<file path="src/rtl/interleaved_block_code_codec_top_assert.svh">
// ---------------------------------------------------------------------------
// Interleaved block code codec assertion macros
// Shared concurrent assertion forms for the codec RTL.
// ---------------------------------------------------------------------------
`ifndef INTERLEAVED_BLOCK_CODE_CODEC_TOP_ASSERT_SVH
`define INTERLEAVED_BLOCK_CODE_CODEC_TOP_ASSERT_SVH

// The consequent must hold in the same cycle as the antecedent.
`define IBCC_ASSERT_IMP(lbl, clk, rstn, ante, cons) \
    lbl: assert property (@(posedge clk) disable iff (!rstn) (ante) |-> (cons)) \
        else $error("codec assertion failed: same-cycle implication");

// The consequent must hold in the cycle after the antecedent.
`define IBCC_ASSERT_NEXT(lbl, clk, rstn, ante, cons) \
    lbl: assert property (@(posedge clk) disable iff (!rstn) (ante) |=> (cons)) \
        else $error("codec assertion failed: next-cycle implication");

`endif

</file>
<file path="src/rtl/ibcc_pkg.sv">
// ---------------------------------------------------------------------------
// Interleaved block code codec package
// Widths, command codes and the item and result types shared by the codec.
// ---------------------------------------------------------------------------
`timescale 1ns / 1ps
`default_nettype none

package ibcc_pkg;

    localparam int BYTE_W  = 8;
    localparam int WORD_W  = 60;
    localparam int TDATA_W = 72;

    typedef enum logic
    {
        CMD_ENCODE = 1'b0,
        CMD_DECODE = 1'b1
    } cmd_t;

    typedef struct packed
    {
        cmd_t               cmd;
        logic [BYTE_W-1:0]  message_byte;
        logic [WORD_W-1:0]  received_word;
    } item_t;

    typedef struct packed
    {
        logic [WORD_W-1:0]  code_word;
        logic [BYTE_W-1:0]  decoded_byte;
    } result_t;

endpackage

`default_nettype wire

</file>
<file path="src/rtl/interleaved_block_code_codec_top.sv">
// ---------------------------------------------------------------------------
// Interleaved block code codec
// Streaming encoder and decoder for an interleaved four-symbol block code.
// ---------------------------------------------------------------------------
// Usage:
// Each beat on the s_axis side carries one command in s_axis_tuser. Encode
// turns message_byte into a 60-bit interleaved codeword; decode takes a
// 60-bit received word and returns the nearest-codeword byte. Every input
// beat produces exactly one m_axis beat, in order; the field not produced by
// the command reads as zero.
// An accepted beat passes through one input register and the single-pass
// codec logic into the result register, which drives m_axis_tvalid.
// Throughput is one beat per cycle while the receiver does not stall, set by
// the single-pass core between the two registers.
// Reset empties both stages; no beat is presented until a new one arrives.
// When the receiver stalls, the result register holds its beat and the input
// register still takes one more beat; s_axis_tready drops only when both
// stages are full.
// ---------------------------------------------------------------------------
`timescale 1ns / 1ps
`default_nettype none
`include "interleaved_block_code_codec_top_assert.svh"

module interleaved_block_code_codec_top
(
    input  wire                             clk,
    input  wire                             rst_n,

    input  wire                             s_axis_tvalid,
    output logic                            s_axis_tready,
    // Fields from bit 0: message_byte[7:0], received_word[67:8], zero pad.
    input  wire [ibcc_pkg::TDATA_W-1:0]     s_axis_tdata,
    // Fields from bit 0: cmd[0].
    input  wire                             s_axis_tuser,

    output logic                            m_axis_tvalid,
    input  wire                             m_axis_tready,
    // Fields from bit 0: code_word[59:0], decoded_byte[67:60], zero pad.
    output logic [ibcc_pkg::TDATA_W-1:0]    m_axis_tdata
);

    localparam int PAD_W = ibcc_pkg::TDATA_W - ibcc_pkg::WORD_W - ibcc_pkg::BYTE_W;

    logic               s1_valid_reg;
    logic               s1_valid_next;
    ibcc_pkg::item_t    s1_item_reg;
    logic               out_valid_reg;
    logic               out_valid_next;
    ibcc_pkg::result_t  res_reg;
    ibcc_pkg::result_t  core_result;

    logic               in_accept;
    logic               out_free;
    logic               s1_adv;
    logic               res_one_field;
    logic               both_full_stalled;

    assign out_free      = !out_valid_reg || m_axis_tready;
    assign s1_adv        = s1_valid_reg && out_free;
    assign s_axis_tready = !s1_valid_reg || out_free;
    assign in_accept     = s_axis_tvalid && s_axis_tready;

    always_comb
    begin
        s1_valid_next = s1_valid_reg;
        if (in_accept)
        begin
            s1_valid_next = 1'b1;
        end
        else if (s1_adv)
        begin
            s1_valid_next = 1'b0;
        end
    end

    always_comb
    begin
        out_valid_next = out_valid_reg;
        if (out_free)
        begin
            out_valid_next = s1_valid_reg;
        end
    end

    always_ff @(posedge clk or negedge rst_n)
    begin
        if (!rst_n)
        begin
            s1_valid_reg  <= 1'b0;
            out_valid_reg <= 1'b0;
        end
        else
        begin
            s1_valid_reg  <= s1_valid_next;
            out_valid_reg <= out_valid_next;
        end
    end

    always_ff @(posedge clk)
    begin
        if (in_accept)
        begin
            s1_item_reg.cmd           <= ibcc_pkg::cmd_t'(s_axis_tuser);
            s1_item_reg.message_byte  <= s_axis_tdata[ibcc_pkg::BYTE_W-1:0];
            s1_item_reg.received_word <=
                s_axis_tdata[ibcc_pkg::BYTE_W +: ibcc_pkg::WORD_W];
        end
        if (s1_adv)
        begin
            res_reg <= core_result;
        end
    end

    ibcc_core u_core
    (
        .item   (s1_item_reg),
        .result (core_result)
    );

    assign m_axis_tvalid = out_valid_reg;
    assign m_axis_tdata  = {{PAD_W{1'b0}}, res_reg.decoded_byte, res_reg.code_word};

    assign res_one_field     = (res_reg.code_word == '0) || (res_reg.decoded_byte == '0);
    assign both_full_stalled = s1_valid_reg && out_valid_reg && !m_axis_tready;

    // A result carries either a codeword or a decoded byte, never both.
    `IBCC_ASSERT_IMP(a_one_field_live, clk, rst_n, out_valid_reg, res_one_field)
    `IBCC_ASSERT_IMP(a_full_blocks_input, clk, rst_n, both_full_stalled, !s_axis_tready)
    `IBCC_ASSERT_NEXT(a_accept_fills_stage, clk, rst_n, in_accept, s1_valid_reg)
    `IBCC_ASSERT_NEXT(a_advance_fills_output, clk, rst_n, s1_adv, out_valid_reg)

endmodule

`default_nettype wire

</file>
<file path="src/rtl/ibcc_core.sv">
// ---------------------------------------------------------------------------
// Interleaved block code codec core
// Single-pass encode or nearest-codeword decode of one item.
// ---------------------------------------------------------------------------
`timescale 1ns / 1ps
`default_nettype none

module ibcc_core
(
    input  var ibcc_pkg::item_t   item,
    output ibcc_pkg::result_t     result
);

    typedef logic [14:0] chunk_t;

    localparam chunk_t CODE_TABLE [4] = '{15'h0000, 15'h3333, 15'h5555, 15'h6666};

    // Bit 10r+j of the plain word moves to bit 6j+r of the line word.
    function automatic logic [ibcc_pkg::WORD_W-1:0] spread_bits(
        input logic [ibcc_pkg::WORD_W-1:0] w);
        logic [ibcc_pkg::WORD_W-1:0] o;
        o = '0;
        for (int r = 0; r < 6; r++)
        begin
            for (int j = 0; j < 10; j++)
            begin
                o[6*j+r] = w[10*r+j];
            end
        end
        return o;
    endfunction

    function automatic logic [ibcc_pkg::WORD_W-1:0] gather_bits(
        input logic [ibcc_pkg::WORD_W-1:0] w);
        logic [ibcc_pkg::WORD_W-1:0] o;
        o = '0;
        for (int r = 0; r < 6; r++)
        begin
            for (int j = 0; j < 10; j++)
            begin
                o[10*r+j] = w[6*j+r];
            end
        end
        return o;
    endfunction

    function automatic logic [3:0] popcount15(input chunk_t v);
        logic [3:0] n;
        n = '0;
        for (int k = 0; k < 15; k++)
        begin
            n = n + 4'(v[k]);
        end
        return n;
    endfunction

    // A strict less-than keeps the lowest symbol on equal distances.
    function automatic logic [1:0] decode_chunk(input chunk_t c);
        logic [3:0] chunk_dist [4];
        logic [3:0] best_d;
        logic [1:0] best;
        for (int s = 0; s < 4; s++)
        begin
            chunk_dist[s] = popcount15(c ^ CODE_TABLE[s]);
        end
        best   = 2'd0;
        best_d = chunk_dist[0];
        for (int s = 1; s < 4; s++)
        begin
            if (chunk_dist[s] < best_d)
            begin
                best_d = chunk_dist[s];
                best   = 2'(s);
            end
        end
        return best;
    endfunction

    logic [ibcc_pkg::WORD_W-1:0] enc_plain;
    logic [ibcc_pkg::WORD_W-1:0] dec_plain;
    logic [ibcc_pkg::BYTE_W-1:0] dec_byte;

    always_comb
    begin
        for (int i = 0; i < 4; i++)
        begin
            enc_plain[15*i +: 15] = CODE_TABLE[item.message_byte[2*i +: 2]];
        end
    end

    assign dec_plain = gather_bits(item.received_word);

    always_comb
    begin
        for (int i = 0; i < 4; i++)
        begin
            dec_byte[2*i +: 2] = decode_chunk(dec_plain[15*i +: 15]);
        end
    end

    always_comb
    begin
        unique case (item.cmd)
            ibcc_pkg::CMD_ENCODE:
            begin
                result.code_word    = spread_bits(enc_plain);
                result.decoded_byte = '0;
            end
            ibcc_pkg::CMD_DECODE:
            begin
                result.code_word    = '0;
                result.decoded_byte = dec_byte;
            end
            default:
            begin
                result.code_word    = '0;
                result.decoded_byte = '0;
            end
        endcase
    end

endmodule

`default_nettype wire

</file>
<file path="config.mk">
export PLATFORM = sky130hd
export DESIGN_NAME = interleaved_block_code_codec_top
export DESIGN_NICKNAME = d
export VERILOG_FILES = /design/src/rtl/ibcc_pkg.sv /design/src/rtl/interleaved_block_code_codec_top.sv /design/src/rtl/ibcc_core.sv
export VERILOG_INCLUDE_DIRS = /design/src /design/src/rtl
export SDC_FILE = /design/constraint.sdc
export NUM_CORES = 1
export LEC_CHECK = 0
export BUFFER_PORTS_ARGS = -buffer_cell sky130_fd_sc_hd__buf_2
export CORE_ASPECT_RATIO = 0.75
export CORE_UTILIZATION = 50
export CTS_CLUSTER_DIAMETER = 150
export DETAILED_ROUTE_END_ITERATION = 8
export HOLD_SLACK_MARGIN = 0.03
export PLACE_DENSITY_LB_ADDON = 0.15
export SLEW_MARGIN = 30
export SYNTH_ARGS = -nofsm -noshare
export SYNTH_HDL_FRONTEND = slang
export SYNTH_HIERARCHICAL = 1
export SYNTH_SLANG_ARGS = --single-unit
export TNS_END_PERCENT = 10
</file>
<file path="constraint.sdc">
create_clock -name clk -period 13.5 [get_ports clk]
set_input_delay 1.35 -clock clk [delete_from_list [all_inputs] [get_ports clk]]
set_output_delay 1.35 -clock clk [all_outputs]
set_load 0.02 [all_outputs]
</file>
==> reports/qor.txt, run 1 <==
Fillers = 1795
Clock Latency Late Sink = 0.42 ns
mux cell area share after synthesis = 1.07%
CTS max path bufs = 2
grt ovf = 0
setup repair after global routing missed its margin = false
worst hold path class = flip-flop to flip-flop
Post-DP HPWL = 16.1 mm
Num CTS Buffers = 17
largest family of logic cells by synthesized area = adder cells
minimum clock period = 8.11 ns
TritonCTS clock tree = yes
Gate Count Post-Synth = 881
critical-path maximum fanout = 7
register bit count reported by yosys = 139
Post-Synth Simple-Gate Area = 6.80%
cts repair resizes = 0
root buffer cell = clkbuf_16
Hold Crit Depth = 1
clock sink count = 139
Critical Path RT = 13.75 ns
Clk pin slew, worst setup/hold paths = 0.07 ns
WL final = 19.9 mm
Yosys Warn Count = 6
Seq/Total Area, Yosys = 37.3%
post-route ant nets = 0
Core Rows = 46
post-CTS setup repair buffer count = 0
Initial Util = 51.8%
crit path DAT = 8.36 ns
GRT Util Overall = 18.6%
post-DR vias/cell = 4.79
core area = 21500 um^2
Layout area overhead = 12.1%
reg2reg end = m_axis_tdata[65]
worst reg2reg path depth = 26
die area = 22900 um^2
Max Cap Viol = 0
Rel. slew slack = 50.8%
drt initial violations = 298
reg2reg setup slack = 5.39 ns
Final setup viols = 0
number of primary I/O pins = 151
hold_sp = s1_valid_reg
drt pass-1 iters = 5
antenna cell count = 0
Synth Area in XOR/XNOR = 1.57%
ys async rst share = 1.44%
Worst Hold Endpoint = m_axis_tvalid
fraction of the mapped netlist area in adder cells = 36.9%
status = finished clean
post-route clock skew = 0.0158 ns
Post-Syn Area = 11200 um^2
fmax = 123 MHz
Die Wd = 174 um
Final Slew Violations = 0
DIE HEIGHT = 131 um
critical path class = flip-flop to flip-flop
DR vias = 6245
final period utilization = 60.1%
port bufs = 142
global-route wire length before repair = 32.9 mm
initial antenna violation count = 0
CP endpoint kind = flip-flop
layout cells sized above 1 = 19.7%
CTS Hold Bufs = 0
complex-gate fraction of the synthesized area = 5.91%
Worst Tran Pin Value = 0.739 ns
wire per inst = 15.2 um
syn_area_per_cell = 12.7 um^2
Final #Nets = 1315
gpl congestion = 0.842
worst r2r src = s1_item_reg[21]
synth unique cells = 53
Worst setup SP type = flip-flop
residual DRC count = 0
Post-synth EDFFs = 137
vias in the first global route = 6388
number of flip-flops under the largest register name = 69
final setup TNS = 0 ns
H-tree lvl count = 4
largest net degree at the start of global routing = 70
Most used DFF post-synth = edfxtp_1
Final Hold Viols = 0
[cells in the mapped netlist, drive strengths merged, types with 3 or more instances]
library cell | number | area [um^2]
inv | 202 | 758
fa | 158 | 3160
edfxtp | 137 | 4110
ha | 76 | 951
buf | 52 | 390
nor2b | 34 | 213
o21ai | 25 | 125
nor2 | 21 | 78.8
nand2 | 19 | 71.3
nand2b | 18 | 113
a21oi | 11 | 55.1
xor2 | 11 | 96.3
o211ai | 9 | 67.6
xnor2 | 9 | 78.8
a21o | 8 | 60.1
mux2 | 7 | 78.8
o2111ai | 6 | 52.6
or3 | 6 | 37.5
nand3b | 5 | 53.8
o21bai | 5 | 37.5
and3 | 4 | 26.3
mux2i | 4 | 40.0
nor3b | 4 | 35.0
o21a | 4 | 31.3
or2 | 4 | 25.0
or3b | 4 | 37.5
a311o | 3 | 30.0
a31oi | 3 | 18.8
clkbuf | 3 | 11.3
o311ai | 3 | 26.3
o32a | 3 | 30.0
o41ai | 3 | 26.3
[placed cells by master (no fill, tap or decap), types with 4 or more instances in the layout]
cell type / count
a21o_1: 8
a21oi_1: 11
buf_2: 142
clkbuf_16: 17
clkinv_8: 4
conb_1: 16
edfxtp_1: 137
fa_1: 158
ha_1: 76
inv_1: 202
inv_8: 5
mux2_2: 7
mux2i_1: 4
nand2_1: 19
nand2b_1: 18
nor2_1: 21
nor2b_1: 34
o2111ai_1: 6
o211ai_1: 9
o21ai_0: 24
o21bai_1: 5
or2_2: 4
or3_1: 6
xnor2_1: 9
xor2_1: 11
[critical path: stages, from the launching register on]
cell,delay [ns]
edfxtp_1,0.41
inv_1,0.22
fa_1,0.46
inv_1,0.09
fa_1,0.45
fa_1,0.53
inv_1,0.06
fa_1,0.47
fa_1,0.37
inv_1,0.10
fa_1,0.46
ha_1,0.26
or3b_1,0.35
a311o_1,0.45
o21ai_0,0.34
ha_1,0.33
nor2_1,0.13
o21bai_1,0.09
o2111ai_1,0.16
o21a_2,0.23
mux2_2,0.35
ha_1,0.29
nor2b_1,0.13
o21ai_0,0.13
or4b_1,0.50
or3_1,0.40
o211ai_1,0.19
[cell type report]
cell class | count | area [um^2] | area share, %
Clock buffer | 17 | 425 | 3.40
Clock inverter | 15 | 171 | 1.37
Inverter | 202 | 758 | 6.06
Multi-Input combinational cell | 499 | 5890 | 47.1
Sequential cell | 139 | 4160 | 33.3
Tap cell | 288 | 360 | 2.88
Timing Repair Buffer | 145 | 746 | 5.96
[routing by layer]
| metal | wire, um | global-route usage [%] | share of wire (%) | vias up |
|---|---|---|---|---|
| met3 | 900 | 3.39 | 4.5 | 5 |
| met2 | 8480 | 27.1 | 43 | 170 |
| met4 | 87 | 3.90 | 0.44 | 0 |
| li1 | - | - | - | 3035 |
| met1 | 10400 | 29.0 | 52 | 3035 |
| met5 | 0 | 0 | 0 | - |
[through the flow]
| step | hold WS (ns) | instances | cell area (um^2) | utilization [%] | worst slack (ns) |
|---|---|---|---|---|---|
| finish | 0.556 | 1305 | 12500 | 58.1 | 5.39 |
| global route | 0.587 | 1305 | 12500 | 58.1 | 5.02 |
| CTS | 0.570 | 1304 | 12500 | 58.0 | 5.41 |
| detailed placement | 0.555 | 1272 | 11900 | 55.3 | 5.49 |
| global placement | 0.541 | 1272 | 11900 | 55.3 | 5.58 |
| floorplan | 0.511 | 895 | 11200 | - | 6.16 |
[cell families after synthesis]
group | after synthesis
XOR/XNOR | 20
AND/OR/NAND/NOR | 128
flip-flops | 139
multiplexers | 11
AO/OA/AOI/OAI | 90
other | 2
adder cells (fa/ha/maj) | 234
buffers and inverters | 257
[worst max-delay path by stage]
stage | start | endpoint | slack [ns] | cells past startpoint
final | s1_item_reg[21] | m_axis_tdata[65] | 5.39 | 26
after global routing | s1_item_reg[10] | m_axis_tdata[65] | 5.02 | 26
after CTS | s1_item_reg[21] | m_axis_tdata[65] | 5.41 | 26
after detailed placement | s1_item_reg[21] | m_axis_tdata[65] | 5.49 | 26
after global placement | s1_item_reg[10] | m_axis_tdata[65] | 5.58 | 26
after floorplan | s1_item_reg[10] | m_axis_tdata[65] | 6.16 | 26
Power of run 1 is not shown: default switching activity piles up to over one toggle a cycle in this logic, so the estimate is an artifact.
==> run 2, diff against run 1 <==
- clock period: 13.5 -> 7.67 ns (I/O delays scaled with it)
==> run 2 against run 1 <==
Worst setup slack worse by 5.2 ns. Hold slack worse by 0.45 ns. Clock skew down 0.0054 ns. Flip-flop and latch count unchanged. Fmax up 8.1%. Die area unchanged. Via count up 3.7%. Global-route usage down 0.33 points.
==> reports/qor.txt, run 2 (synthesis gave the netlist of run 1 again) <==
status = finished clean
die area = 22900 um^2 (unchanged)
Crit path buffers/inverters = 5 (+1)
Final #Nets = 1360 (+3.4%)
Worst setup SP type = flip-flop
Final setup viols = 0 (unchanged)
grt ovf = 0 (unchanged)
critical-path maximum fanout = 4 (-3)
setup slack after layout = 0.167 ns (-5.22 ns)
Post-DP HPWL = 16.0 mm (-0.94%)
drt pass-1 iters = 4 (-1)
critical path depth = 28 (+7.7%)
GRT Util Overall = 18.3% (-0.33 points)
initial antenna violation count = 0 (unchanged)
Critical Path RT = 7.93 ns (-5.82 ns)
Max Cap Viol = 0 (unchanged)
post-route ant nets = 0 (unchanged)
Core Rows = 46 (unchanged)
port bufs = 142 (unchanged)
critical path's largest stage delay = 0.52 ns (about the same)
critical path class = flip-flop to flip-flop
final setup TNS = 0 ns (unchanged)
antenna cell count = 0 (unchanged)
minimum clock period = 7.50 ns (-0.610 ns)
Clk pin slew, worst setup/hold paths = 0.08 ns (about the same)
CP dominant cell by count = fa_1
final period utilization = 97.8% (+38 points)
Setup WS pre-CTS = -0.00850 ns (-5.50 ns)
wire per inst = 14.6 um (-4.4%)
DR vias = 6473 (+3.7%)
fmax = 133 MHz (+8.1%)
final core occ = 60.0% (+1.9 points)
crit path DAT = 7.77 ns (-0.59 ns)
clock sink count = 139 (unchanged)
Layout area overhead = 15.8%
residual DRC count = 0 (unchanged)
Num CTS Buffers = 17 (unchanged)
critical path's top delay family = adder cells
Die Wd = 174 um (unchanged)
Initial Util = 51.8% (unchanged)
Fillers = 1792 (-0.17%)
core area = 21500 um^2 (unchanged)
drt initial violations = 230 (-23%)
Crit-path slowest cell = fa_1
layout cells sized above 1 = 25.2% (+5.6 points)
H-tree lvl count = 4 (unchanged)
Clock Latency Late Sink = 0.43 ns (about the same)
number of primary I/O pins = 151 (unchanged)
Worst Tran Pin Value = 0.840 ns (+0.102 ns)
CTS max path bufs = 2 (unchanged)
DIE HEIGHT = 131 um (unchanged)
placed instance area = 12100 um^2 (+2.1%)
setup repair after global routing missed its margin = true
post-DR vias/cell = 4.79 (+0.20%)
Final Slew Violations = 0 (unchanged)
gpl congestion = 0.852 (+1.2%)
most frequent cells in the layout = inv_1 (192), fa_1 (156), buf_2 (142), edfxtp_1 (137), ha_1 (73)
TritonCTS clock tree = yes
vias in the first global route = 6378 (-0.16%)
post-route clock skew = 0.0103 ns (-0.00544 ns)
CP endpoint kind = flip-flop
worst hold path class = primary input to async pin
largest net degree at the start of global routing = 70 (unchanged)
Rel. slew slack = 44.0% (-6.8 points)
most common cell after layout, fill and taps aside = inv_1
Design Area, Final = 12900 um^2 (+3.3%)
global-route wire length before repair = 32.3 mm (-1.7%)
CTS Hold Bufs = 0 (unchanged)
root buffer cell = clkbuf_16
Final Hold Viols = 0 (unchanged)
number of flip-flops under the largest register name = 69 (unchanged)
worst reg2reg path depth = 28 (+7.7%)
WL final = 19.6 mm (-1.1%)
==> run 2: cell types whose count changed in the layout (fill, tap and decap cells not counted), sizes merged <==
cell | previous run | this run
clkinv | 5 | 2
buf | 145 | 190
clkinvlp | 2 | 3
inv | 210 | 212
==> run 2: path summary, 6_finish.rpt <==
check	slack (ns)	endpoint	start
max in group asynchronous	7.47	m_axis_tvalid	rst_n
hold reg to reg	0.56	m_axis_tvalid	s1_valid_reg
min in group clk	0.51	s1_item_reg[12]	s_axis_tdata[20]
setup / recovery	0.17	m_axis_tdata[64]	s1_item_reg[10]
hold / removal	0.11	s1_valid_reg	rst_n
setup reg to reg	0.17	m_axis_tdata[64]	s1_item_reg[10]
==> run 2: worst register-to-register path: cells and delay by family, from the launching register on <==
family / cells / cell delay, ns
adder cells (fa/ha/maj): 9 / 3.57
flip-flops: 1 / 0.39
AND/OR/NAND/NOR: 6 / 1.17
AO/OA/AOI/OAI: 7 / 1.45
multiplexers: 1 / 0.35
buffers and inverters: 5 / 0.42
==> run 2: cell type report <==
type,count,area (um^2),area share [%]
tap,288,360,2.79
sequential,139,4160,32.2
clock buffer,17,425,3.29
inverter,202,758,5.87
timing repair buffer,190,1080,8.38
clock inverter,15,163,1.26
multi-input combinational,499,5970,46.2
==> run 2: repair_timing <==
| item | CTS | global route |
|---|---|---|
| pin swaps | 0 | 33 |
| setup endpoints to repair | 1 | 8 |
| gates resized for setup | 1 | 29 |
| buffers inserted | 0 | 12 |
==> run 2: through the flow <==
step                hold slack, ns  std cells
floorplan                    0.471        895
global placement             0.542       1305
detailed placement           0.546       1305
CTS                         0.0897       1337
global route                0.0825       1350
finish                       0.105       1350
==> run 2: layer usage <==
| metal | up-vias | GRT usage, % | part of all wire [%] |
|---|---|---|---|
| li1 | 3133 | - | - |
| met5 | - | 0 | 0 |
| met2 | 183 | 25.8 | 41 |
| met4 | 0 | 4.48 | 0.90 |
| met3 | 16 | 3.91 | 5.2 |
| met1 | 3141 | 28.6 | 53 |
Power of run 2 is left out for the same reason.
==> run 3, diff against run 2 <==
- clock period: 7.67 -> 9.7 ns (I/O delays scaled with it)
==> run 3 against run 2 <==
Core utilization is 1.9 points lower. Critical path depth is 3 lower. Register-to-register slack better by 1.5 ns. Non-clock buffer count is 45 lower. Routed wire length is 0.37% lower. Final cell count is 3.3% lower. Flip-flop and latch count stayed put. Die area stayed put. Highest routed layer unchanged.
==> reports/qor.txt, run 3 (synthesis gave the netlist of run 1 again) <==
Die Wd = 174 um (unchanged)
root buffer cell = clkbuf_16
fmax = 125 MHz (-6.3%)
number of primary I/O pins = 151 (unchanged)
H-tree lvl count = 4 (unchanged)
final setup TNS = 0 ns (unchanged)
drt pass-1 iters = 4 (unchanged)
Clock Latency Late Sink = 0.42 ns (about the same)
final period utilization = 82.5% (-15 points)
critical path class = flip-flop to flip-flop
clock sink count = 139 (unchanged)
DIE HEIGHT = 131 um (unchanged)
layout cells sized above 1 = 19.7% (-5.6 points)
initial antenna violation count = 0 (unchanged)
most frequent cells in the layout = inv_1 (202), fa_1 (158), buf_2 (142), edfxtp_1 (137), ha_1 (76)
grt ovf = 0 (unchanged)
Crit-path slowest cell = fa_1
Worst setup SP type = flip-flop
number of flip-flops under the largest register name = 69 (unchanged)
worst hold path class = primary input to async pin
core area = 21500 um^2 (unchanged)
CTS max path bufs = 2 (unchanged)
global-route wire length before repair = 33.0 mm (+2.0%)
drt initial violations = 397 (+73%)
cts repair resizes = 0 (-1)
status = finished clean
post-route ant nets = 0 (unchanged)
die area = 22900 um^2 (unchanged)
vias in the first global route = 6509 (+2.1%)
minimum clock period = 8.01 ns (+0.504 ns)
wire per inst = 15.0 um (+3.0%)
Final #Nets = 1315 (-3.3%)
Final Hold Viols = 0 (unchanged)
Critical Path RT = 9.96 ns (+2.03 ns)
Layout area overhead = 12.1%
Fillers = 1785 (-0.39%)
largest net degree at the start of global routing = 70 (unchanged)
Crit path buffers/inverters = 3 (-2)
Num CTS Buffers = 17 (unchanged)
gpl congestion = 0.834 (-2.1%)
post-DR vias/cell = 4.79 (-0.14%)
residual DRC count = 0 (unchanged)
critical path's largest stage delay = 0.51 ns (about the same)
Core Rows = 46 (unchanged)
Worst Tran Pin Value = 0.823 ns (-0.0172 ns)
CP dominant cell by count = fa_1
Clk pin slew, worst setup/hold paths = 0.07 ns (about the same)
worst reg2reg path depth = 25 (-11%)
critical-path maximum fanout = 7 (+3)
DR vias = 6253 (-3.4%)
Final setup viols = 0 (unchanged)
critical path's top delay family = adder cells
crit path DAT = 8.27 ns (+0.50 ns)
CTS Hold Bufs = 0 (unchanged)
post-CTS setup repair buffer count = 0 (unchanged)
Max Cap Viol = 0 (unchanged)
most common cell after layout, fill and taps aside = inv_1
port bufs = 142 (unchanged)
TritonCTS clock tree = yes
GRT Util Overall = 18.6% (+0.34 points)
post-route clock skew = 0.0155 ns (+0.00522 ns)
Initial Util = 51.8% (unchanged)
CP endpoint kind = flip-flop
Post-DP HPWL = 15.8 mm (-1.1%)
WL final = 19.6 mm (-0.37%)
Final Slew Violations = 0 (unchanged)
critical path depth = 25 (-11%)
Rel. slew slack = 45.1% (+1.1 points)
setup repair after global routing missed its margin = false
==> run 3: worst paths after layout <==
check	from	end	slack, ns
hold / removal	rst_n	m_axis_tvalid	0.33
setup reg to reg	s1_item_reg[27]	m_axis_tdata[65]	1.69
min in group clk	s1_valid_reg	m_axis_tvalid	0.55
hold reg to reg	s1_valid_reg	m_axis_tvalid	0.55
max in group asynchronous	rst_n	s1_valid_reg	9.28
setup / recovery	s1_item_reg[27]	m_axis_tdata[65]	1.69
==> run 3: cell type report <==
cell class,count,area (um^2),area share [%]
repair buffers,145,746,5.96
inverters,202,758,6.06
well taps,288,360,2.88
clock buffers,17,425,3.40
multi-input cells,499,5890,47.1
flip-flops and latches,139,4160,33.3
diodes,1,2.50,0.0200
clock inverters,15,165,1.32
==> run 3: worst reg2reg max path: cells and delay by family, from the launching register on <==
family                   cells  cell delay [ns]
adder cells (fa/ha/maj)      9             3.64
AND/OR/NAND/NOR              6             1.58
flip-flops                   1             0.43
buffers and inverters        3             0.38
multiplexers                 1             0.34
AO/OA/AOI/OAI                6             1.46
==> run 3: layer usage <==
metal	track usage (%)	share of wire, %
met4	4.24	0.41
met2	26.9	42
met1	29.2	53
met3	3.30	4.4
met5	0	0
==> run 3: stage by stage <==
stage | setup WS, ns | hold slack, ns | cells | util, % | cell area (um^2)
finish | 1.69 | 0.327 | 1306 | 58.1 | 12500
global route | 1.24 | 0.303 | 1305 | 58.1 | 12500
CTS | 1.70 | 0.308 | 1304 | 58.0 | 12500
detailed placement | 1.74 | 0.545 | 1272 | 55.3 | 11900
global placement | 1.82 | 0.543 | 1272 | 55.3 | 11900
floorplan | 2.36 | 0.511 | 895 | - | 11200
Power of run 3 is left out for the same reason.
